==> src/rtl/core/mrpf_pkg.sv <==
// Shared types and constants for the modem receive payload filter.
// Used by the front end, command queue, back end and top level; depends on nothing.
package mrpf_pkg;

  localparam int LINE_MAX = 64;
  localparam int CNT_W    = 7;
  localparam int PFX_N    = 10;

  localparam logic [15:0] FRAME_MAX = 16'hFFFF;

  localparam logic [7:0] CH_TAB   = 8'h09;
  localparam logic [7:0] CH_LF    = 8'h0A;
  localparam logic [7:0] CH_CR    = 8'h0D;
  localparam logic [7:0] CH_SPACE = 8'h20;
  localparam logic [7:0] CH_TILDE = 8'h7E;
  localparam logic [7:0] CH_PLUS  = 8'h2B;
  localparam logic [7:0] CH_COMMA = 8'h2C;
  localparam logic [7:0] CH_COLON = 8'h3A;
  localparam logic [7:0] CH_GT    = 8'h3E;
  localparam logic [7:0] CH_ZERO  = 8'h30;
  localparam logic [7:0] CH_NINE  = 8'h39;

  localparam logic [79:0] STR_AT         = "AT";
  localparam logic [79:0] STR_OK         = "OK";
  localparam logic [79:0] STR_ERROR      = "ERROR";
  localparam logic [79:0] STR_RDY        = "RDY";
  localparam logic [79:0] STR_CLOSED     = "CLOSED";
  localparam logic [79:0] STR_CONNECT_OK = "CONNECT OK";
  localparam logic [79:0] STR_SEND_OK    = "SEND OK";
  localparam logic [79:0] STR_SEND_FAIL  = "SEND FAIL";

  typedef logic [PFX_N-1:0][7:0] pfx_t;

  // One front-end decision: emit flush_n held bytes, then optionally data.
  typedef struct packed {
    logic [CNT_W-1:0] flush_n;
    logic             has_byte;
    logic [7:0]       data;
  } cmd_t;

  // True when the first k bytes of p spell the leading k characters of s.
  function automatic logic head_is(pfx_t p, logic [79:0] s, logic [3:0] k);
    logic ok;
    int   kk;
    ok = 1'b1;
    kk = int'(k);
    for (int i = 0; i < PFX_N; i++) begin
      if (i < kk && p[i] != s[8*(kk-1-i) +: 8]) ok = 1'b0;
    end
    return ok;
  endfunction

endpackage

==> src/rtl/core/mrpf_ram.sv <==
// Generic single-write, single-read RAM with registered read data.
// No dependencies.
module mrpf_ram #(
  parameter int WIDTH = 8,
  parameter int DEPTH = 64
) (
  input  logic                     clk,
  input  logic                     we,
  input  logic [$clog2(DEPTH)-1:0] waddr,
  input  logic [WIDTH-1:0]         wdata,
  input  logic [$clog2(DEPTH)-1:0] raddr,
  output logic [WIDTH-1:0]         rdata
);

  logic [WIDTH-1:0] mem [DEPTH];

  always_ff @(posedge clk) begin
    if (we) mem[waddr] <= wdata;
    rdata <= mem[raddr];
  end

endmodule

==> src/rtl/core/mrpf_front.sv <==
// Front end: +IPD header tracking, prompt suppression and line classification.
// Depends on mrpf_pkg; writes line bytes into the line RAM, issues cmd_t.
module mrpf_front
  import mrpf_pkg::*;
#(
  parameter int LINE_BYTES = 64
) (
  input  logic                          clk,
  input  logic                          rst,
  input  logic                          in_valid,
  output logic                          in_ready,
  input  logic [7:0]                    rx_byte,
  input  logic                          link_up,
  input  logic                          q_full,
  output logic                          q_push,
  output cmd_t                          q_cmd,
  input  logic                          flush_done,
  output logic                          ram_we,
  output logic [$clog2(LINE_BYTES)-1:0] ram_waddr,
  output logic [7:0]                    ram_wdata
);

  typedef enum logic [2:0] {
    H_IDLE, H_I, H_P, H_D, H_COMMA, H_LEN, H_DATA
  } hdr_t;

  hdr_t             hs, hs_next;
  logic [15:0]      flen, flen_next;
  logic [15:0]      fcnt, fcnt_next;
  logic [1:0]       ph, ph_next;
  logic [CNT_W-1:0] lf, lf_next;
  logic [CNT_W-1:0] trim, trim_next;
  pfx_t             pfx, pfx_next;
  logic             flush_wait;

  logic        accept, run_filt, skip, printable, is_ws, starter, ctrl;
  logic [19:0] prod;
  logic [15:0] cnt1;
  cmd_t        cmd;

  assign in_ready  = !q_full && !flush_wait;
  assign accept    = in_valid && in_ready;
  assign ram_waddr = lf[$clog2(LINE_BYTES)-1:0];
  assign ram_wdata = rx_byte;

  always_comb begin
    is_ws = rx_byte == CH_SPACE || rx_byte == CH_CR || rx_byte == CH_LF || rx_byte == CH_TAB;
    printable = rx_byte == CH_CR || rx_byte == CH_LF || rx_byte == CH_TAB ||
                (rx_byte >= CH_SPACE && rx_byte <= CH_TILDE);
    starter = rx_byte == CH_PLUS || rx_byte == "A" || rx_byte == "O" || rx_byte == "E" ||
              rx_byte == "C" || rx_byte == "S" || rx_byte == "R" || rx_byte == "N" ||
              rx_byte == "F";
    ctrl = trim == '0 ||
           (trim >= CNT_W'(2) && head_is(pfx, STR_AT, 4'd2)) ||
           (trim == CNT_W'(2) && head_is(pfx, STR_OK, 4'd2)) ||
           (trim >= CNT_W'(5) && head_is(pfx, STR_ERROR, 4'd5)) ||
           (trim >= CNT_W'(4) && head_is(pfx, STR_RDY, 4'd3)) ||
           (trim >= CNT_W'(7) && head_is(pfx, STR_CLOSED, 4'd6)) ||
           (trim >= CNT_W'(10) && head_is(pfx, STR_CONNECT_OK, 4'd10)) ||
           (trim >= CNT_W'(7) && head_is(pfx, STR_SEND_OK, 4'd7)) ||
           (trim >= CNT_W'(9) && head_is(pfx, STR_SEND_FAIL, 4'd9)) ||
           pfx[0] == CH_GT || pfx[0] == CH_PLUS;

    hs_next   = hs;
    flen_next = flen;
    fcnt_next = fcnt;
    ph_next   = ph;
    lf_next   = lf;
    trim_next = trim;
    pfx_next  = pfx;
    cmd       = '0;
    cmd.data  = rx_byte;
    ram_we    = 1'b0;
    run_filt  = 1'b1;
    skip      = 1'b0;
    prod      = 20'(flen) * 20'd10 + 20'(rx_byte - CH_ZERO);
    cnt1      = fcnt + 16'd1;

    unique case (hs)
      H_IDLE:  if (rx_byte == CH_PLUS) hs_next = H_I;
      H_I:     hs_next = (rx_byte == "I") ? H_P : H_IDLE;
      H_P:     hs_next = (rx_byte == "P") ? H_D : H_IDLE;
      H_D:     hs_next = (rx_byte == "D") ? H_COMMA : H_IDLE;
      H_COMMA: begin
        if (rx_byte == CH_COMMA) begin
          flen_next = '0;
          fcnt_next = '0;
          hs_next   = H_LEN;
        end else begin
          hs_next = H_IDLE;
        end
      end
      H_LEN: begin
        if (is_ws) begin
          hs_next = H_LEN;
        end else if (rx_byte >= CH_ZERO && rx_byte <= CH_NINE) begin
          flen_next = (prod > 20'(FRAME_MAX)) ? FRAME_MAX : prod[15:0];
        end else if (rx_byte == CH_COLON) begin
          fcnt_next = '0;
          hs_next   = H_DATA;
          run_filt  = 1'b0;
        end else begin
          hs_next = H_IDLE;
        end
      end
      H_DATA: begin
        cmd.has_byte = 1'b1;
        fcnt_next    = cnt1;
        if (cnt1 >= flen) hs_next = H_IDLE;
        run_filt = 1'b0;
      end
      default: hs_next = H_IDLE;
    endcase

    if (run_filt) begin
      if (link_up && ph != 2'd0) begin
        if (ph == 2'd1) begin
          if (rx_byte == CH_CR) begin
            ph_next = 2'd2;
            skip    = 1'b1;
          end else begin
            ph_next = 2'd0;
            skip    = rx_byte == CH_LF;
          end
        end else begin
          ph_next = 2'd0;
          skip    = ph == 2'd2 && rx_byte == CH_LF;
        end
      end
      if (!skip) begin
        if (!printable) begin
          ph_next      = 2'd0;
          cmd.flush_n  = lf;
          cmd.has_byte = link_up;
          lf_next      = '0;
          trim_next    = '0;
        end else if (link_up && lf == '0 && rx_byte == CH_GT) begin
          ph_next = 2'd1;
        end else if (link_up && lf == '0 && (rx_byte == CH_CR || rx_byte == CH_LF)) begin
          ph_next = ph_next;
        end else if (link_up && lf == '0 && !starter) begin
          cmd.has_byte = 1'b1;
        end else if (lf >= CNT_W'(LINE_BYTES - 1)) begin
          cmd.flush_n  = lf;
          cmd.has_byte = link_up;
          lf_next      = '0;
          trim_next    = '0;
        end else begin
          ram_we  = 1'b1;
          if (lf < CNT_W'(PFX_N)) pfx_next[lf[3:0]] = rx_byte;
          lf_next = lf + CNT_W'(1);
          if (!is_ws) trim_next = lf + CNT_W'(1);
          if (rx_byte == CH_LF) begin
            // trailing LF never counts, so the held trim length is final
            if (!ctrl && link_up) cmd.flush_n = lf + CNT_W'(1);
            lf_next   = '0;
            trim_next = '0;
          end
        end
      end
    end

    ram_we = ram_we && accept;
    q_cmd  = cmd;
    q_push = accept && (cmd.flush_n != '0 || cmd.has_byte);
  end

  always_ff @(posedge clk) begin
    if (rst) begin
      hs         <= H_IDLE;
      flen       <= '0;
      fcnt       <= '0;
      ph         <= 2'd0;
      lf         <= '0;
      trim       <= '0;
      flush_wait <= 1'b0;
    end else begin
      if (accept) begin
        hs   <= hs_next;
        flen <= flen_next;
        fcnt <= fcnt_next;
        ph   <= ph_next;
        lf   <= lf_next;
        trim <= trim_next;
      end
      // hold input until the back end has read the held line out
      if (q_push && cmd.flush_n != '0) flush_wait <= 1'b1;
      else if (flush_done)              flush_wait <= 1'b0;
    end
  end

  always_ff @(posedge clk) begin
    if (accept) pfx <= pfx_next;
  end

endmodule

==> src/rtl/core/mrpf_cmd_fifo.sv <==
// Two-entry command queue between the front end and the back end.
// Depends on mrpf_pkg for cmd_t.
module mrpf_cmd_fifo
  import mrpf_pkg::*;
(
  input  logic clk,
  input  logic rst,
  input  logic push,
  input  cmd_t push_cmd,
  output logic full,
  input  logic pop,
  output cmd_t pop_cmd,
  output logic empty
);

  cmd_t       mem [2];
  logic       wp, rp;
  logic [1:0] cnt;

  assign full    = cnt == 2'd2;
  assign empty   = cnt == 2'd0;
  assign pop_cmd = mem[rp];

  always_ff @(posedge clk) begin
    if (rst) begin
      wp  <= 1'b0;
      rp  <= 1'b0;
      cnt <= 2'd0;
    end else begin
      if (push) wp <= !wp;
      if (pop)  rp <= !rp;
      cnt <= cnt + 2'(push) - 2'(pop);
    end
  end

  always_ff @(posedge clk) begin
    if (push) mem[wp] <= push_cmd;
  end

endmodule

==> src/rtl/core/mrpf_back.sv <==
// Back end: plays out one command as held-line bytes then any trailing byte.
// Depends on mrpf_pkg; reads the line RAM, drives the output register.
module mrpf_back
  import mrpf_pkg::*;
#(
  parameter int LINE_BYTES = 64
) (
  input  logic                          clk,
  input  logic                          rst,
  input  logic                          q_empty,
  input  cmd_t                          q_cmd,
  output logic                          q_pop,
  output logic [$clog2(LINE_BYTES)-1:0] ram_raddr,
  input  logic [7:0]                    ram_rdata,
  output logic                          flush_done,
  output logic                          out_valid,
  input  logic                          out_ready,
  output logic [7:0]                    out_byte,
  output logic                          out_last
);

  typedef enum logic [1:0] {S_IDLE, S_READ, S_DATA, S_BYTE} state_t;

  state_t           state;
  cmd_t             cur;
  logic [CNT_W-1:0] idx;
  logic             out_free, last_read;

  assign out_free   = !out_valid || out_ready;
  assign q_pop      = state == S_IDLE && !q_empty;
  assign ram_raddr  = idx[$clog2(LINE_BYTES)-1:0];
  assign last_read  = idx == cur.flush_n - CNT_W'(1);
  assign flush_done = state == S_DATA && out_free && last_read;

  always_ff @(posedge clk) begin
    if (rst) begin
      state     <= S_IDLE;
      out_valid <= 1'b0;
    end else begin
      if (out_valid && out_ready) out_valid <= 1'b0;
      unique case (state)
        S_IDLE: begin
          if (!q_empty) begin
            cur   <= q_cmd;
            idx   <= '0;
            state <= (q_cmd.flush_n != '0) ? S_READ : S_BYTE;
          end
        end
        S_READ: state <= S_DATA;
        S_DATA: begin
          if (out_free) begin
            out_valid <= 1'b1;
            out_byte  <= ram_rdata;
            out_last  <= last_read && !cur.has_byte;
            idx       <= idx + CNT_W'(1);
            if (last_read) state <= cur.has_byte ? S_BYTE : S_IDLE;
            else           state <= S_READ;
          end
        end
        S_BYTE: begin
          if (out_free) begin
            out_valid <= 1'b1;
            out_byte  <= cur.data;
            out_last  <= 1'b1;
            state     <= S_IDLE;
          end
        end
        default: state <= S_IDLE;
      endcase
    end
  end

endmodule

==> src/rtl/core/modem_rx_payload_filter_unit.sv <==
// Channel   Dir  Handshake          tdata              tuser / tlast
// s_        in   s_tvalid/s_tready  [7:0] rx_byte      tuser: link_up
// m_        out  m_tvalid/m_tready  [7:0] payload_byte tlast: last
//
// The front end takes one byte per cycle while no line flush is pending and the
// command queue has room. The back end pops a command in S_IDLE, reads each
// held line byte via S_READ and S_DATA (registered RAM read), then any trailing
// byte in S_BYTE. A pass-through byte passes the queue, command and output
// registers; input stalls from a flush until the last held byte leaves the RAM.
// Synchronous active-high reset clears all control state; RAM needs none.
// Top level: front end, command queue, back end and line RAM.
// Depends on mrpf_pkg, mrpf_front, mrpf_cmd_fifo, mrpf_back, mrpf_ram.
module modem_rx_payload_filter_unit
  import mrpf_pkg::*;
#(
  parameter int LINE_BYTES = 64
) (
  input  logic       clk,
  input  logic       rst,
  input  logic       s_tvalid,
  output logic       s_tready,
  input  logic [7:0] s_tdata,   // [7:0] rx_byte
  input  logic       s_tuser,   // [0] link_up
  output logic       m_tvalid,
  input  logic       m_tready,
  output logic [7:0] m_tdata,   // [7:0] payload_byte
  output logic       m_tlast
);

  localparam int AW = $clog2(LINE_BYTES);

  cmd_t          push_cmd, pop_cmd;
  logic          push, pop, full, empty, flush_done, we;
  logic [AW-1:0] waddr, raddr;
  logic [7:0]    wdata, rdata;

  mrpf_front #(.LINE_BYTES(LINE_BYTES)) u_front (
    .clk, .rst,
    .in_valid(s_tvalid), .in_ready(s_tready),
    .rx_byte(s_tdata), .link_up(s_tuser),
    .q_full(full), .q_push(push), .q_cmd(push_cmd),
    .flush_done,
    .ram_we(we), .ram_waddr(waddr), .ram_wdata(wdata)
  );

  mrpf_cmd_fifo u_fifo (
    .clk, .rst,
    .push, .push_cmd, .full,
    .pop, .pop_cmd, .empty
  );

  mrpf_back #(.LINE_BYTES(LINE_BYTES)) u_back (
    .clk, .rst,
    .q_empty(empty), .q_cmd(pop_cmd), .q_pop(pop),
    .ram_raddr(raddr), .ram_rdata(rdata),
    .flush_done,
    .out_valid(m_tvalid), .out_ready(m_tready),
    .out_byte(m_tdata), .out_last(m_tlast)
  );

  mrpf_ram #(.WIDTH(8), .DEPTH(LINE_BYTES)) u_line_ram (
    .clk, .we, .waddr, .wdata, .raddr, .rdata
  );

endmodule

==> config.mk <==
export PLATFORM = sky130hd
export DESIGN_NAME = modem_rx_payload_filter_unit
export DESIGN_NICKNAME = d
export VERILOG_FILES = /design/src/rtl/core/mrpf_pkg.sv /design/src/rtl/core/mrpf_ram.sv /design/src/rtl/core/mrpf_front.sv /design/src/rtl/core/mrpf_cmd_fifo.sv /design/src/rtl/core/mrpf_back.sv /design/src/rtl/core/modem_rx_payload_filter_unit.sv
export SDC_FILE = /design/constraint.sdc
export NUM_CORES = 1
export LEC_CHECK = 0
export ABC_AREA = 1
export BUFFER_PORTS_ARGS = -buffer_cell sky130_fd_sc_hd__buf_2
export CAP_MARGIN = 20
export CELL_PAD_IN_SITES_DETAIL_PLACEMENT = 1
export CELL_PAD_IN_SITES_GLOBAL_PLACEMENT = 1
export CORE_ASPECT_RATIO = 0.75
export CORE_MARGIN = 10
export CORE_UTILIZATION = 49
export DETAILED_ROUTE_END_ITERATION = 8
export PLACE_DENSITY = 0.75
export SYNTH_ARGS = -nofsm -noshare
export SYNTH_HDL_FRONTEND = slang
export SYNTH_HIERARCHICAL = 1
export SYNTH_SLANG_ARGS = --single-unit
==> constraint.sdc <==
create_clock -name clk -period 6.2 [get_ports clk]
set_clock_uncertainty 0.15 [all_clocks]
set_input_delay 0.62 -clock clk [delete_from_list [all_inputs] [get_ports clk]]
set_output_delay 0.62 -clock clk [all_outputs]
set_load 0.05 [all_outputs]
==> results.cfg, run 1 <==
[outcome]
outcome = completed

[power]
leakage_nw = 13.9
design_power_total_mw = 13.0
power.density_nw_per_um2 = 356
p_comb_share_pct = 22.2
clock_power_share_pct = 33.9
peakVddDrop_mv = 0.206
sw_frac_of_total_pct = 32.3
pwr-share-seq_pct = 43.9
p_int_mw = 8.78
power.switching_mw = 4.20

[worst_setup_path]
crit_buf_inv = 3
critPathTopFamily = compound AO/OA/AOI/OAI gates
cp.arrival_ps = 5590
timing.rr.start = u_front/flen[1]$_SDFFE_PP0P_
required_ps = 6530
endpoint_kind = register
worstPathCellList = ha_1, ha_1, inv_1, fa_1, inv_1, a31oi_1, o21bai_1, a21o_1, a21oi_1, o21ai_0, a21oi_1, o21ai_0, xor2_1, ha_1, inv_1, nor3_1, nand2_1, o311ai_0, xor2_1, nand2_1, nor2_4, nand2_1, nand2_1, a21oi_1
critPathLaunch = u_front/flen[1]$_SDFFE_PP0P_
path_common_cell = nand2_1
critPathLaunchType = register
worstPathMaxFanout = 16
crit_type = register to register
slowest_delay_ps = 420
slowest_stage = fa_1

[sta]
whs_ps = 159
post-route-min-period_ps = 5260
worst_pin_slew_ps = 1040
drv_slew = 0
maxSlewHeadroom_pct = 30.3
fmax_ghz = 0.190
rsz0062_at_grt = no
fin_tns_setup_ps = 0
fin_crit_sh_pct = 84.9
worst_slack_ps = 935
final_hold_viol_count = 0
setup_viol = 0

[grt]
globalRouteOverflowTotal = 0
grt_pass1_vias = 25200
grt_first_pass_wirelength_um = 150000
antenna_found_initial = 0
grt_usage_pct = 24.4
grt_max_degree = 120

[clock_tree]
postCtsHoldBufs = 0
cts_max_level = 3
cts_resized = 0
post_cts_buffers = 0
cts_tree = built
cts_buffers = 73
clk_pin_slew_ps = 60
clkLatencyLatePin_ps = 630
clockRootBuffer = clkbuf_16
cts.sinks = 724
clockBufferDepth = 3

[route]
drt-total-wl_um = 98100
wl_per_cell_um = 23.3
ant_nets = 0
drtIter0Drc = 2384
via_per_inst = 5.81
drcViolationCount = 0
firstDrtPassIters = 5
route.vias.total = 24500

[die]
core_um2 = 67300
die_w_um = 322
die_y_um = 246
die_area_um2 = 79400
start_util_pct = 49.8
io_pins = 24
rows = 82

[synthesis]
synth_edf_count = 656
synth_cell_types = 53
syn_area_um2 = 33500
yosysMostFrequentCell = nand2_1
netlist_instances = 3279
synth_common_cells = nand2_1 (1002), edfxtp_1 (656), nand3_1 (503)
synthTopCellsByArea = edfxtp_1 (59%), nand2_1 (11%), nand3_1 (7.5%), dfxtp_1 (4.1%), ha_1 (2.8%)
yosys_warnings = 6
ys.flop_type = edfxtp_1
synth_top_area_share_pct = 58.8
ys_seq_area_share_pct = 62.8
avgSynthCellArea_um2 = 10.2
ys_async_sr_fraction_pct = 0
ys_seq_elements = 724
synth_nets = 3369
yosys.area.top_type = edfxtp_1

[placed_design]
dp_slack_ps = 991
portBuffers = 23
post-dp-hpwl_um = 63700
gp_congestion = 0.866

[finish]
fin_nets = 3357
n_antenna_cell = 0
area_growth_pct = 8.74
fill_cells = 7322
drive_gt1_share_pct = 7.67

[worst_hold_path]
hp-start = s_tdata[3]
min_path_type = input pin to register

[flow_run]
drv_cap = 0
==> cells by family after synthesis <==
family	after synthesis	synth area share (%)
buffers and inverters	378	5.61
flip-flops	724	62.8
multiplexers	16	0.650
XOR/XNOR	46	1.20
AO/OA/AOI/OAI	176	2.99
adder cells (fa/ha/maj)	77	2.92
AND/OR/NAND/NOR	1862	23.8
==> metrics by stage <==
step / instances / area [um2] / util [%]
6_report: 4208 / 36400 / 54.1
5_1_grt: 4208 / 36400 / 54.1
4_1_cts: 4203 / 36400 / 54.1
3_5_place_dp: 4069 / 34000 / 50.6
3_3_place_gp: 4068 / 34000 / 50.5
2_1_floorplan: 3279 / 33500 / -
==> cells in the final DEF, fill, tap and decap left out, types with 25 or more instances in the layout <==
cell type / count
dfxtp_1: 68
nor3_1: 43
nand2_1: 1002
o21ai_0: 40
a21oi_1: 96
buf_4: 43
clkbuf_16: 75
nand3_1: 503
inv_1: 205
nor2_1: 239
xor2_1: 27
nand4_1: 25
ha_1: 75
edfxtp_1: 656
==> power by group through the flow <==
stage / Sequential [mW] / Combinational, mW / Clock, mW
floorplan: 5.73 / 2.01 / 0
global placement: 5.79 / 2.68 / 0
detailed placement: 5.80 / 2.80 / 0
CTS: 5.70 / 2.83 / 4.49
global route: 5.71 / 3.13 / 4.69
finish: 5.70 / 2.88 / 4.40
==> path summary, 6_finish.rpt <==
check / endpoint / slack (ps) / cells past startpoint
worst max-delay path: u_front/flen[10]$_SDFFE_PP0P_ / 940 / 24
worst min-delay path: u_fifo/mem[0][3]$_DFFE_PP_ / 160 / 1
worst max register to register: u_front/flen[10]$_SDFFE_PP0P_ / 940 / 24
worst min register to register: u_front/fcnt[10]$_SDFFE_PP0P_ / 320 / 2
==> layout make-up <==
type	instances	area [um2]	area share, %
flip-flops and latches	724	21100	57.8
multi-input cells	2177	10600	29.0
repair buffers	66	498	1.37
inverters	225	855	2.34
clock buffers	92	1970	5.41
well taps	882	1100	3.03
clock inverters	42	378	1.04
==> flip-flops by register name (all words and copies together), names as in the netlist, 2 cells and up, named ones only <==
signal	count
u_back/state	2
u_back/cur	16
u_front/hs	3
u_line_ram/rdata	8
u_back/out_byte	8
u_front/ph	2
u_fifo/cnt	2
u_front/lf	7
u_front/flen	16
u_front/fcnt	16
u_line_ram/mem	512
u_front/pfx	80
u_front/trim	7
u_fifo/mem	32
u_back/idx	7
==> layer usage <==
layer | up-vias | GRT usage, % | routed length (um)
li1 | 11100 | - | -
met3 | 163 | 3.83 | 6370
met5 | - | 0 | 0
met4 | 0 | 7.43 | 2620
met1 | 12400 | 34.6 | 44400
met2 | 815 | 38.2 | 44700
Power figures use the tool's default switching activity.
==> run 2: changes to the inputs <==
--- a/config.mk
+++ b/config.mk
@@ -12,9 +12,9 @@
 export CELL_PAD_IN_SITES_GLOBAL_PLACEMENT = 1
 export CORE_ASPECT_RATIO = 0.75
 export CORE_MARGIN = 10
-export CORE_UTILIZATION = 49
+export CORE_UTILIZATION = 46
 export DETAILED_ROUTE_END_ITERATION = 8
-export PLACE_DENSITY = 0.75
+export PLACE_DENSITY = 0.74
 export SYNTH_ARGS = -nofsm -noshare
 export SYNTH_HDL_FRONTEND = slang
 export SYNTH_HIERARCHICAL = 1
==> constraint.sdc (replaced) <==
create_clock -name clk -period 4.7 [get_ports clk]
set_clock_uncertainty 0.15 [all_clocks]
set_input_delay 0.47 -clock clk [delete_from_list [all_inputs] [get_ports clk]]
set_output_delay 0.47 -clock clk [all_outputs]
set_load 0.05 [all_outputs]
==> run 2 against run 1 <==
Compared with the run above: total power rose by 32%; final area increased by 1.8%; sequential share of layout area is 1.0 points lower; setup slack lost 670 ps; final cell count is 2.9% higher; clock power rose by 34%; largest cell class unchanged.
==> results.cfg, run 2 (synthesis results as in run 1) <==
[clock_tree]
cts_tree = built
clkLatencyLatePin_ps = 640
clockRootBuffer = clkbuf_16
cts_buffers = 73
clk_pin_slew_ps = 60
cts.sinks = 724
cts_max_level = 3
clockBufferDepth = 3

[grt]
antenna_found_initial = 1
globalRouteOverflowTotal = 0
grt_max_degree = 215
grt_usage_pct = 22.2
grt_first_pass_wirelength_um = 147000
grt_pass1_vias = 25300

[sta]
setup_viol = 0
maxSlewHeadroom_pct = 26.5
post-route-min-period_ps = 4430
whs_ps = 53.8
fin_crit_sh_pct = 94.3
worst_pin_slew_ps = 1100
fin_tns_setup_ps = 0
final_hold_viol_count = 0
fmax_ghz = 0.226
drv_slew = 0

[worst_setup_path]
worstPathMaxFanout = 16
slowest_delay_ps = 350
path_common_cell = nand2_1
cp.arrival_ps = 4760
endpoint_kind = register
slowest_stage = dfxtp_2
crit_type = register to register
required_ps = 5020
critPathLaunchType = register

[finish]
area_growth_pct = 10.7
fin_nets = 3406
layout_common_cells = nand2_1 (1002), edfxtp_1 (656), nand3_1 (503), nor2_1 (238), inv_1 (205)
top_regs = u_line_ram/mem (512), u_front/pfx (80), u_fifo/mem (32)
largest_reg_flops = 512
regMostFlops = u_line_ram/mem
n_antenna_cell = 0
final_common_cell = nand2_1
final_cells = 4330
drive_gt1_share_pct = 9.46

[die]
die_y_um = 254
die_w_um = 332
io_pins = 24
rows = 85
die_area_um2 = 84200
core_um2 = 72000
start_util_pct = 46.5

[route]
route.vias.total = 24300
via_per_inst = 5.61
ant_nets = 0
drcViolationCount = 0
drtIter0Drc = 1992
drt-total-wl_um = 95300
wl_per_cell_um = 22.0
firstDrtPassIters = 5

[placed_design]
post-dp-hpwl_um = 61000
portBuffers = 23
dp_cells = 4189
gp_congestion = 0.853

[power]
peakVddDrop_mv = 0.302
leakage_nw = 14.2
power.density_nw_per_um2 = 462

[flow_run]
drv_cap = 0

[outcome]
outcome = completed

[worst_hold_path]
min_path_type = input pin to register
==> run 2: changes by cell type in the layout (fill, tap and decap cells not counted), sizes merged <==
cell / delta
buf: +47
bufinv: +1
clkbuf: +3
clkinv: -1
clkinvlp: -2
dlygate4sd3: +2
inv: -3
==> run 2: routing by layer <==
layer	global-route usage [%]	wire length (um)	vias to the layer above
li1	-	-	11200
met1	30.7	43100	12200
met4	6.13	2220	2
met5	0	14	-
met2	36.2	44800	651
met3	3.30	5110	149
==> run 2: layout make-up <==
class / count / area [um2]
multi-input cells: 2177 / 10700
clock buffers: 95 / 2000
well taps: 957 / 1200
fillers: 7843 / 34900
clock inverters: 37 / 405
inverters: 225 / 857
repair buffers: 115 / 908
flip-flops and latches: 724 / 21100
==> run 2: repair_timing <==
item | in CTS | in global routing
setup endpoints to repair | 16 | 16
setup buffers | 0 | 3
gates resized for setup | 2 | 20
pin swaps | 0 | 11
hold buffers | 2 | 0
hold endpoints to repair | 7 | 0
==> run 2: metrics by stage <==
stage | utilization, % | power (mW) | instance area (um2) | worst slack, ps
2_1_floorplan | - | 10.2 | 33500 | 302
3_3_place_gp | 47.9 | 11.1 | 34500 | 101
3_5_place_dp | 47.9 | 11.3 | 34500 | -62.8
4_1_cts | 51.3 | 17.2 | 36900 | 32.5
5_1_grt | 51.5 | 17.9 | 37100 | -67.4
6_report | 51.5 | 17.1 | 37100 | 267
==> run 2: final timing paths <==
check / start / to / slack [ps] / depth (start not counted)
worst max-delay path: u_front/flen[3]$_SDFFE_PP0P_ / u_front/flen[0]$_SDFFE_PP0P_ / 270 / 29
worst min-delay path: m_tready / u_back/state[0]$_SDFFE_PP0P_ / 50 / 4
worst max register to register: u_front/flen[3]$_SDFFE_PP0P_ / u_front/flen[0]$_SDFFE_PP0P_ / 270 / 29
worst min register to register: u_front/trim[6]$_SDFFE_PP0P_ / u_front/trim[6]$_SDFFE_PP0P_ / 310 / 2
==> run 2: worst max-delay path: cells and delay by family (launching register included) <==
kind	cells	cell delay, ps
xor gates and xnor gates	2	330
AOI/OAI and AO/OA	4	640
buffers and inverters	6	590
adders and majority gates	4	1020
and+or+nand+nor	13	1180
DFF	1	350
==> run 2: report_power, final <==
group | switching [mW] | internal, mW
sequential | 0.210 | 7.31
clock | 2.51 | 3.37
combinational | 2.72 | 1.02
total | 5.44 | 11.7
